File: config.mk
export PLATFORM = sky130hd
export DESIGN_NAME = abts_ctrl
export DESIGN_NICKNAME = d
export VERILOG_FILES = /design/src/rtl/core/abts_pkg.sv /design/src/rtl/core/abts_ctrl.sv
export VERILOG_INCLUDE_DIRS = /design/src /design/src/rtl/core
export SDC_FILE = /design/constraint.sdc
export NUM_CORES = 1
export LEC_CHECK = 0
export BUFFER_PORTS_ARGS = -buffer_cell sky130_fd_sc_hd__buf_2
export CAP_MARGIN = 30
export CORE_AREA = 3 3 66 62
export CTS_BUF_LIST = sky130_fd_sc_hd__clkbuf_16
export DETAILED_ROUTE_END_ITERATION = 6
export DIE_AREA = 0 0 69 65
export PLACE_DENSITY = 0.45
export SLEW_MARGIN = 20
export SYNTH_ARGS = -nofsm -noshare
export SYNTH_HDL_FRONTEND = slang
export SYNTH_SLANG_ARGS = --single-unit
File: constraint.sdc
create_clock -name clock -period 2.4 [get_ports clock]
set_input_delay 0.12 -clock clock [delete_from_list [all_inputs] [get_ports clock]]
set_output_delay 0.12 -clock clock [all_outputs]
set_load 0.01 [all_outputs]
File: src/rtl/core/aabb_body_table_stepper_core_assert.svh
// Assertion macros shared by the box table stepper modules.
// Each macro expects signals named clock and reset in the using scope.
`ifndef AABB_BODY_TABLE_STEPPER_CORE_ASSERT_SVH
`define AABB_BODY_TABLE_STEPPER_CORE_ASSERT_SVH
// Same-cycle implication.
`define ABTS_ASSERT_IMP(label, ante, cons, msg) \
   label: assert property (@(posedge clock) disable iff (reset) (ante) |-> (cons)) \
      else $error(msg);
// Next-cycle implication.
`define ABTS_ASSERT_NXT(label, ante, cons, msg) \
   label: assert property (@(posedge clock) disable iff (reset) (ante) |=> (cons)) \
      else $error(msg);
`endif

File: src/rtl/core/abts_pkg.sv
// Package for the box table stepper: operation and status codes, table entry
// types, controller command and status structs, and the saturation helper.
// No dependencies.
`timescale 1ns / 1ps
`default_nettype none
package abts_pkg;

   localparam logic [2:0] OP_ADD_MOV = 3'd0;
   localparam logic [2:0] OP_ADD_FIX = 3'd1;
   localparam logic [2:0] OP_FORCE   = 3'd2;
   localparam logic [2:0] OP_SHIFT   = 3'd3;
   localparam logic [2:0] OP_SET     = 3'd4;
   localparam logic [2:0] OP_TICK    = 3'd5;
   localparam logic [2:0] OP_READ    = 3'd6;

   localparam logic [1:0] ST_OK       = 2'd0;
   localparam logic [1:0] ST_FULL     = 2'd1;
   localparam logic [1:0] ST_NOTFOUND = 2'd2;

   localparam logic [6:0] ID_SPACE = 7'd64;
   localparam logic [14:0] SPEED_LIMIT_RESET = 15'd160;

   typedef struct packed {
      logic        [5:0]  id;
      logic signed [15:0] px;
      logic signed [15:0] py;
      logic signed [15:0] vx;
      logic signed [15:0] vy;
      logic        [14:0] w;
      logic        [14:0] h;
   } mov_ent_type;

   typedef struct packed {
      logic        [5:0]  id;
      logic signed [15:0] px;
      logic signed [15:0] py;
      logic        [14:0] w;
      logic        [14:0] h;
   } fix_ent_type;

   typedef struct packed {
      logic        [1:0]  status;
      logic        [5:0]  id;
      logic               fixed;
      logic signed [15:0] px;
      logic signed [15:0] py;
      logic signed [15:0] vx;
      logic signed [15:0] vy;
      logic        [14:0] w;
      logic        [14:0] h;
   } res_type;

   typedef enum logic [3:0] {
      STEP_NONE, STEP_LOAD, STEP_SCAN_M, STEP_CLR, STEP_SCAN_F,
      STEP_TICK_RD, STEP_TICK_LD, STEP_TICK_F, STEP_TICK_WB
   } step_type;

   typedef enum logic [2:0] {
      FIN_NONE, FIN_ADD, FIN_NOTFOUND, FIN_APPLY_M, FIN_APPLY_F
   } fin_type;

   typedef struct packed {
      step_type step;
      fin_type  fin;
      logic     emit;
   } cmd_type;

   typedef struct packed {
      logic m_match;
      logic m_done;
      logic f_match;
      logic f_done;
      logic tick_more;
      logic tf_done;
      logic out_free;
   } stat_type;

   function automatic logic signed [15:0] sat16(input logic signed [19:0] v);
      logic signed [15:0] r;
      if (v > 20'sd32767) begin
         r = 16'sh7fff;
      end else if (v < -20'sd32768) begin
         r = 16'sh8000;
      end else begin
         r = v[15:0];
      end
      return r;
   endfunction

endpackage
`default_nettype wire

File: src/rtl/core/abts_ctrl.sv
// Controller state machine for the box table stepper.
// Depends on abts_pkg and the assertion macro header.
`timescale 1ns / 1ps
`default_nettype none
`include "aabb_body_table_stepper_core_assert.svh"
module abts_ctrl (
   input  wire logic              clock,
   input  wire logic              reset,
   input  wire logic              req_valid,
   input  wire logic [2:0]        req_op,
   output logic                   req_stall,
   output abts_pkg::cmd_type      cmd,
   input  wire abts_pkg::stat_type st
);
   import abts_pkg::*;

   typedef enum logic [10:0] {
      S_IDLE    = 11'b00000000001,
      S_ADD     = 11'b00000000010,
      S_SCAN_M  = 11'b00000000100,
      S_SCAN_F  = 11'b00000001000,
      S_APPLY_M = 11'b00000010000,
      S_APPLY_F = 11'b00000100000,
      S_TICK_RD = 11'b00001000000,
      S_TICK_LD = 11'b00010000000,
      S_TICK_F  = 11'b00100000000,
      S_TICK_WB = 11'b01000000000,
      S_RESP    = 11'b10000000000
   } state_type;

   state_type  state_ff, state_in;
   logic [2:0] op_ff, op_in;
   logic       accept;

   assign req_stall = (state_ff != S_IDLE);
   assign accept    = req_valid && !req_stall;

   always_comb begin
      state_in = state_ff;
      op_in    = op_ff;
      cmd      = '{step: STEP_NONE, fin: FIN_NONE, emit: 1'b0};
      unique case (state_ff)
         S_IDLE: begin
            if (accept) begin
               cmd.step = STEP_LOAD;
               op_in    = req_op;
               case (req_op) inside
                  OP_ADD_MOV, OP_ADD_FIX:            state_in = S_ADD;
                  OP_FORCE, OP_SHIFT, OP_SET, OP_READ: state_in = S_SCAN_M;
                  OP_TICK:                           state_in = S_TICK_RD;
                  default:                           state_in = S_RESP;
               endcase
            end
         end
         S_ADD: begin
            cmd.fin  = FIN_ADD;
            state_in = S_RESP;
         end
         S_SCAN_M: begin
            cmd.step = STEP_SCAN_M;
            if (st.m_match) begin
               state_in = S_APPLY_M;
            end else if (st.m_done) begin
               if (op_ff == OP_SET || op_ff == OP_READ) begin
                  cmd.step = STEP_CLR;
                  state_in = S_SCAN_F;
               end else begin
                  cmd.fin  = FIN_NOTFOUND;
                  state_in = S_RESP;
               end
            end
         end
         S_SCAN_F: begin
            cmd.step = STEP_SCAN_F;
            if (st.f_match) begin
               state_in = S_APPLY_F;
            end else if (st.f_done) begin
               cmd.fin  = FIN_NOTFOUND;
               state_in = S_RESP;
            end
         end
         S_APPLY_M: begin
            cmd.fin  = FIN_APPLY_M;
            state_in = S_RESP;
         end
         S_APPLY_F: begin
            cmd.fin  = FIN_APPLY_F;
            state_in = S_RESP;
         end
         S_TICK_RD: begin
            cmd.step = STEP_TICK_RD;
            state_in = st.tick_more ? S_TICK_LD : S_RESP;
         end
         S_TICK_LD: begin
            cmd.step = STEP_TICK_LD;
            state_in = S_TICK_F;
         end
         S_TICK_F: begin
            cmd.step = STEP_TICK_F;
            if (st.tf_done) begin
               state_in = S_TICK_WB;
            end
         end
         S_TICK_WB: begin
            cmd.step = STEP_TICK_WB;
            state_in = S_TICK_RD;
         end
         S_RESP: begin
            if (st.out_free) begin
               cmd.emit = 1'b1;
               state_in = S_IDLE;
            end
         end
         default: state_in = S_IDLE;
      endcase
   end

   always_ff @(posedge clock) begin
      if (reset) begin
         state_ff <= S_IDLE;
         op_ff    <= OP_ADD_MOV;
      end else begin
         state_ff <= state_in;
         op_ff    <= op_in;
      end
   end

   `ABTS_ASSERT_NXT(a_leave_idle, accept, state_ff != S_IDLE, "accepted item left controller idle")
   `ABTS_ASSERT_IMP(a_emit_free, cmd.emit, st.out_free, "result emitted into a busy output")
   `ABTS_ASSERT_NXT(a_hit_apply, state_ff == S_SCAN_M && st.m_match, state_ff == S_APPLY_M,
                    "moving hit not applied")

endmodule
`default_nettype wire

==> metrics.md, run 1 <==
| Metric | Value |
|---|---|
| Die area | `0.00449 mm2` |
| Flops & latches, synth | `13` |
| Number of CTS-inserted buffers | `3` |
| Clock sink count | `13` |
| Largest net degree at the start of global routing | `11` |
| R2R cell count | `6` |
| Peak supply drop | `a little under 0.4 mV` |
| Post-synth top cells | `nor2_1, dfxtp_1, nand3_1` |
| Worst r2r src | `state_ff[6]$_SDFFE_PP0P_` |
| Post-DP HPWL | `~2200 um` |
| Mapped Nets | `133` |
| Drt first pass iters | `4` |
| Main area contributors after synthesis | `dfxtp_1, nor2_1, nor4_4` |
| Top-area cell type share of the netlist area | `25.7%` |
| Syn avg cell area | `~8.4 um2` |
| Post-CTS Setup Inserts | `0` |
| Post-Synth XOR/XNOR Area | `3.46%` |
| EDFF count, synth | `0` |
| Seq/Total Area, Yosys | `roughly a quarter` |
| CTS hold repair buffers | `0` |
| WP data required | `2.28 ns` |
| Final Critical Period | `2.26 ns` |
| Clock-pin slew on the worst setup and hold paths | `0.05 ns` |
| Layout cells sized above 1 | `between 20% and 30%` |
| Async SR Flop Fraction | `0%` |
| CTS tree | `yes` |
| Final nets | `156` |
| Post-Synthesis Cells | `120` |
| Final hold viol count | `0` |
| Mux cell area share after synthesis | `2.97%` |
| Worst-margin pin slew | `~0.52 ns` |
| Num ports | `22` |
| Largest family of logic cells by synthesized area | `simple AND/OR/NAND/NOR gates` |
| Max_slew headroom | `65.1%` |
| Detail Route Antenna Nets | `0` |
| Status | `finished clean` |
| Synth warn | `0` |
| Residual DRC count | `0` |
| Worst-path cell chain | `nor2_1, nand3_1, nor4b_1, a31oi_1, o21ai_1, buf_2` |
| RSZ-0062 raised after global routing | `false` |
| CP peak stage delay | `between 0.5 and 0.6 ns` |
| Worst Setup Start Kind | `flop` |
| Final setup vio count | `0` |
| Die Span X | `between 60 and 70 um` |
| Kind of critical path | `reg -> out` |
| Clock Tree Root | `clkbuf_16` |
| First-pass GRT wire length | `between 4000 and 5000 um` |
| Hold Startpoint | `req_op[1]` |
| Most used DFF post-synth | `dfxtp_1` |
| Synth-to-Final Area Change | `21.5%` |
| Dominant cell by count in the synthesized netlist | `nor2_1` |
| I/O Buffers | `21` |
| Adder-cell share of the synthesized area | `0%` |
| Global-route usage over all layers | `12.6%` |
| Core area | `0.00340 mm2` |
| Initial Utilization | `29.7%` |
| FMAX | `~440 MHz` |
| Start point of the critical path | `state_ff[8]$_SDFFE_PP0P_` |
| Post_cts resized | `0` |
| Post-Syn Area | `0.00101 mm2` |
| Top cell type by total area after synthesis | `dfxtp_1` |
| Vias | `1007` |
| CP endpoint kind | `output pin` |
| Die H | `65 um` |
| MaxCap Viol Count | `0` |
| Fin crit share | `94.0%` |
| Yosys cell types | `52` |
| Pins Over Slew Limit | `0` |
| HP Class | `in -> reg` |
| Fin Hold WS | `0.0884 ns` |
| Clock Path Buffers | `2` |
| Antenna violations before repair | `0` |
| CTS H-tree lvls | `1` |
| Worst Setup EP | `cmd[2]` |
| Ant. Diodes | `0` |
| Setup TNS | `0 ns` |
| Latest clock arrival within the worst-skew pair | `between 0.2 and 0.25 ns` |
| Vias per cell | `~5.4` |
| WL/cell | `15.1 um` |
| Final Non-Filler Cells | `186` |
| Rows | `20` |
| Simple-Gate Fraction of Synth Area | `43.4%` |
| Number of global-route vias before repair | `954` |
| 1st-iter DRT viols | `57` |
| Routed wire length | `2810 um` |
| Grt total ovfl | `0` |
| FF-to-FF End | `state_ff[10]$_SDFFE_PP0P_` |
| Max Clock Skew | `0.00348 ns` |
| Worst Path Max Fanout | `8` |
| LEAKAGE | `roughly 0.52 nW` |
| Gp weighted congestion | `0.787` |
| Power Density | `around 900 mW/mm2` |
| R2R setup slack | `0.54 ns` |
| Post-synthesis compound-gate area fraction | `17.9%` |
| Cells after DPL | `180` |
| Crit path DAT | `2.14 ns` |
| Critical-path top delay cell | `nor4b_1` |
## worst max-delay path, delay by kind of cell, from the launching register on
kind	cells	cell delay (ns)
DFF	1	0.39
AOI/OAI and AO/OA	2	0.28
buffers and inverters	1	0.15
and+or+nand+nor	3	1.07
## worst min-delay path by stage
stage                                     to  slack [ns]  cells past startpoint
finish              state_ff[1]$_SDFFE_PP0P_        0.09                      2
global route        state_ff[1]$_SDFFE_PP0P_        0.10                      2
CTS                 state_ff[1]$_SDFFE_PP0P_        0.09                      2
detailed placement  state_ff[1]$_SDFFE_PP0P_        0.34                      2
global placement    state_ff[1]$_SDFFE_PP0P_        0.34                      2
floorplan           state_ff[1]$_SDFFE_PP0P_        0.19                      1
## logic make-up after synthesis
group	Yosys count
DFF	13
buffers and inverters	11
xor gates and xnor gates	4
muxes	3
and+or+nand+nor	65
AOI/OAI and AO/OA	24
## layout make-up
| type | count | area (um2) |
|---|---|---|
| Clock buffer | 3 | 75.1 |
| Clock inverter | 1 | 3.75 |
| Fill cell | 378 | 2170 |
| Inverter | 4 | 15.0 |
| Multi-Input combinational cell | 96 | 686 |
| Sequential cell | 13 | 260 |
| Tap cell | 44 | 55.1 |
| Timing Repair Buffer | 25 | 135 |
## layer usage
layer  wire (um)  global-route usage (%)  vias to the layer above
met1        1430                    17.5                      476
met3         124                    1.71                        4
met5           0                       0                        -
met2        1210                    19.6                       24
met4          46                    5.12                        0
li1            -                       -                      503
## metrics by stage
stage | total power, mW | utilization [%] | area, um2 | setup slack (ns)
2_1_floorplan | 0.669 | - | 1010 | 0.706
3_3_place_gp | 0.807 | 33.4 | 1140 | 0.391
3_5_place_dp | 0.799 | 33.4 | 1140 | 0.443
4_1_cts | 1.11 | 35.7 | 1210 | 0.175
5_1_grt | 1.19 | 36.1 | 1230 | 0.0445
6_report | 1.11 | 36.1 | 1230 | 0.144
## placed cells by master (no fill, tap or decap), drive strengths merged, types with 2 or more instances in the layout
cell and instances:
nor4 5, nor3 3, nand4 4, a31oi 2, clkbuf 3, nor3b 5
nand2b 2, o2111ai 2, nand2 6, dfxtp 13, a21oi 2, o21ai 4
nor2 16, xor2 3, mux2i 3, nand4b 2, nand3 7, buf 25
and2 3, inv 5, nor4b 4
## power by group
group | leakage, nW | switching [mW] | internal (mW)
sequential | 0.106 | 0.0545 | 0.248
clock | 0.0423 | 0.0899 | 0.220
combinational | 0.373 | 0.279 | 0.219
total | 0.521 | 0.424 | 0.687
## state kept, by name (all words and copies together) (netlist names)
| name | flops |
|---|---|
| state_ff | 11 |
| op_ff | 2 |
No activity file was read; power rests on OpenSTA's default activity.
==> run 2, diff against run 1 <==
--- a/config.mk
+++ b/config.mk
@@ -13,6 +13,7 @@
 export DETAILED_ROUTE_END_ITERATION = 6
 export DIE_AREA = 0 0 69 65
 export PLACE_DENSITY = 0.45
+export RECOVER_POWER = 25
 export SLEW_MARGIN = 20
 export SYNTH_ARGS = -nofsm -noshare
 export SYNTH_HDL_FRONTEND = slang
==> metrics.md, run 2 (same netlist as run 1, synthesis figures left out) <==
| Metric | Value |
|---|---|
| Status | `finished clean` |
| Synth-to-Final Area Change | `21.5% (unchanged)` |
| Vias per cell | `5.41 (unchanged)` |
| Max_slew headroom | `66.4% (+1.4 points)` |
| Layout cells sized above 1 | `26.8% (unchanged)` |
| Clock sink count | `13 (unchanged)` |
| WL/cell | `15.2 um (+0.61%)` |
| First-pass GRT wire length | `4570 um (unchanged)` |
| Largest net degree at the start of global routing | `11 (unchanged)` |
| Sw frac | `38.6% (+0.39 points)` |
| R2R setup slack | `0.53 ns (about the same)` |
| Fin crit share | `93.3% (-0.67 points)` |
| Ant. Diodes | `0 (unchanged)` |
| Antenna violations before repair | `0 (unchanged)` |
| HP Class | `in -> reg` |
| Worst Setup Start Kind | `flop` |
| Setup TNS | `0 ns (unchanged)` |
| Core area | `0.00340 mm2 (unchanged)` |
| Number of global-route vias before repair | `954 (unchanged)` |
| FMAX | `446 MHz (+0.71%)` |
| Delay-heaviest family, CP | `simple AND/OR/NAND/NOR gates` |
| Most frequent cells in the layout | `buf_2, nor2_1, dfxtp_1` |
| Hold Startpoint | `req_op[1]` |
| Crit path DAT | `2.12 ns (-0.02 ns)` |
| FF-to-FF End | `state_ff[10]$_SDFFE_PP0P_` |
| Final hold viol count | `0 (unchanged)` |
| Die H | `65 um (unchanged)` |
| Rows | `20 (unchanged)` |
| 1st-iter DRT viols | `49 (-14%)` |
| CP endpoint kind | `output pin` |
| LEAKAGE | `0.521 nW (about the same)` |
| Most common cell after layout, fill and taps aside | `buf_2` |
| Number of CTS-inserted buffers | `3 (unchanged)` |
| Kind of critical path | `reg -> out` |
| CTS hold repair buffers | `0 (unchanged)` |
| Critical-path top delay cell | `nor4b_1` |
| Internal power | `0.685 mW (-0.18%)` |
| Worst Path Max Fanout | `8 (unchanged)` |
| Clock-pin slew on the worst setup and hold paths | `0.05 ns (about the same)` |
| Max Clock Skew | `0.00433 ns (+0.000849 ns)` |
| Pins Over Slew Limit | `0 (unchanged)` |
| Vias | `1007 (unchanged)` |
| Worst r2r src | `state_ff[6]$_SDFFE_PP0P_` |
| Initial Utilization | `29.7% (unchanged)` |
| Detail Route Antenna Nets | `0 (unchanged)` |
| Gp weighted congestion | `0.787 (unchanged)` |
| Drt first pass iters | `4 (unchanged)` |
| Clock Path Buffers | `2 (unchanged)` |
| Clk network pwr share | `28.0% (about the same)` |
| Num ports | `22 (unchanged)` |
| Post-DP HPWL | `2230 um (unchanged)` |
| Routed wire length | `2820 um (+0.61%)` |
| R2R cell count | `6 (unchanged)` |
| Peak supply drop | `0.398 mV (+0.54%)` |
| Final nets | `156 (unchanged)` |
| RSZ-0062 raised after global routing | `false` |
| Die area | `0.00449 mm2 (unchanged)` |
| Max reg flops | `11 (unchanged)` |
| CP peak stage delay | `0.51 ns (-0.02 ns)` |
| Residual DRC count | `0 (unchanged)` |
| I/O Buffers | `21 (unchanged)` |
| Worst-margin pin slew | `0.496 ns (-0.0201 ns)` |
| MaxCap Viol Count | `0 (unchanged)` |
| CTS tree | `yes` |
| WP data required | `2.28 ns (about the same)` |
| Clock Tree Root | `clkbuf_16` |
| Power Density | `907 mW/mm2 (+0.46%)` |
| Post_cts resized | `0 (unchanged)` |
| Sequential share of power | `27.2% (about the same)` |
| CP Buf/Inv Count | `1 (unchanged)` |
| Latest clock arrival within the worst-skew pair | `0.24 ns (about the same)` |
| Biggest regs | `state_ff (11), op_ff (2)` |
| Net Sw Power | `0.430 mW (+1.5%)` |
| Hold Path Depth | `2 (unchanged)` |
| Final Power | `1.12 mW (+0.46%)` |
| Global-route usage over all layers | `12.6% (unchanged)` |
| Comb power frac | `44.8% (about the same)` |
| Final Critical Period | `2.24 ns (-0.0160 ns)` |
| Worst Hold End | `state_ff[1]$_SDFFE_PP0P_` |
| Top reg by flops | `state_ff` |
| CTS H-tree lvls | `1 (unchanged)` |
| Worst-path cell chain | `nor2_1, nand3_1, nor4b_1, a31oi_1, o21ai_1, buf_2` |
| Die Span X | `69 um (unchanged)` |
| Grt total ovfl | `0 (unchanged)` |
| Final setup vio count | `0 (unchanged)` |
==> run 2: changes by cell type in the layout (fill, tap and decap cells not counted), sizes merged <==
cell and change:
buf -1, clkbuf +1
==> run 2: area by class of cell <==
type | instances | area (um2)
fillers | 378 | 2170
multi-input cells | 96 | 686
flip-flops and latches | 13 | 260
repair buffers | 25 | 135
clock buffers | 3 | 75.1
well taps | 44 | 55.1
inverters | 4 | 15.0
clock inverters | 1 | 3.75
==> run 2: what timing repair did <==
| action | CTS | global route |
|---|---|---|
| hold endpoints to repair | 0 | 0 |
| setup buffers | 0 | 2 |
| setup endpoints to repair | 0 | 1 |
==> run 2: how the worst max path moves through the flow <==
stage / cells after the start / slack, ns / start / endpoint
finish: 6 / 0.16 / state_ff[8]$_SDFFE_PP0P_ / cmd[2]
global route: 6 / 0.04 / state_ff[8]$_SDFFE_PP0P_ / cmd[2]
CTS: 6 / 0.18 / state_ff[8]$_SDFFE_PP0P_ / cmd[2]
detailed placement: 5 / 0.44 / state_ff[6]$_SDFFE_PP0P_ / state_ff[10]$_SDFFE_PP0P_
global placement: 5 / 0.39 / state_ff[7]$_SDFFE_PP0P_ / state_ff[0]$_SDFFE_PP1P_
floorplan: 5 / 0.71 / state_ff[3]$_SDFFE_PP0P_ / state_ff[0]$_SDFFE_PP1P_
==> run 2: stage by stage <==
step	hold WS (ns)	util [%]	std cells	worst slack, ns	instance area [um2]
after floorplan	0.191	-	120	0.706	1010
after global placement	0.345	33.4	180	0.391	1140
after detailed placement	0.341	33.4	180	0.443	1140
after CTS	0.0876	35.7	184	0.175	1210
after global routing	0.104	36.1	186	0.0445	1230
final	0.0867	36.1	186	0.160	1230
==> run 2: power groups by stage <==
stage / Clock (mW) / Sequential [mW] / Combinational (mW)
global placement: 0 / 0.305 / 0.502
floorplan: 0 / 0.282 / 0.387
global route: 0.328 / 0.311 / 0.551
finish: 0.313 / 0.303 / 0.499
CTS: 0.315 / 0.302 / 0.496
detailed placement: 0 / 0.306 / 0.493
==> run 2: layer usage <==
| layer | track usage [%] | vias to the layer above | part of all wire (%) |
|---|---|---|---|
| met5 | 0 | - | 0 |
| met4 | 5.12 | 0 | 1.6 |
| met3 | 1.71 | 4 | 2.8 |
| met2 | 19.6 | 17 | 44 |
| met1 | 17.5 | 484 | 52 |
| li1 | - | 502 | - |
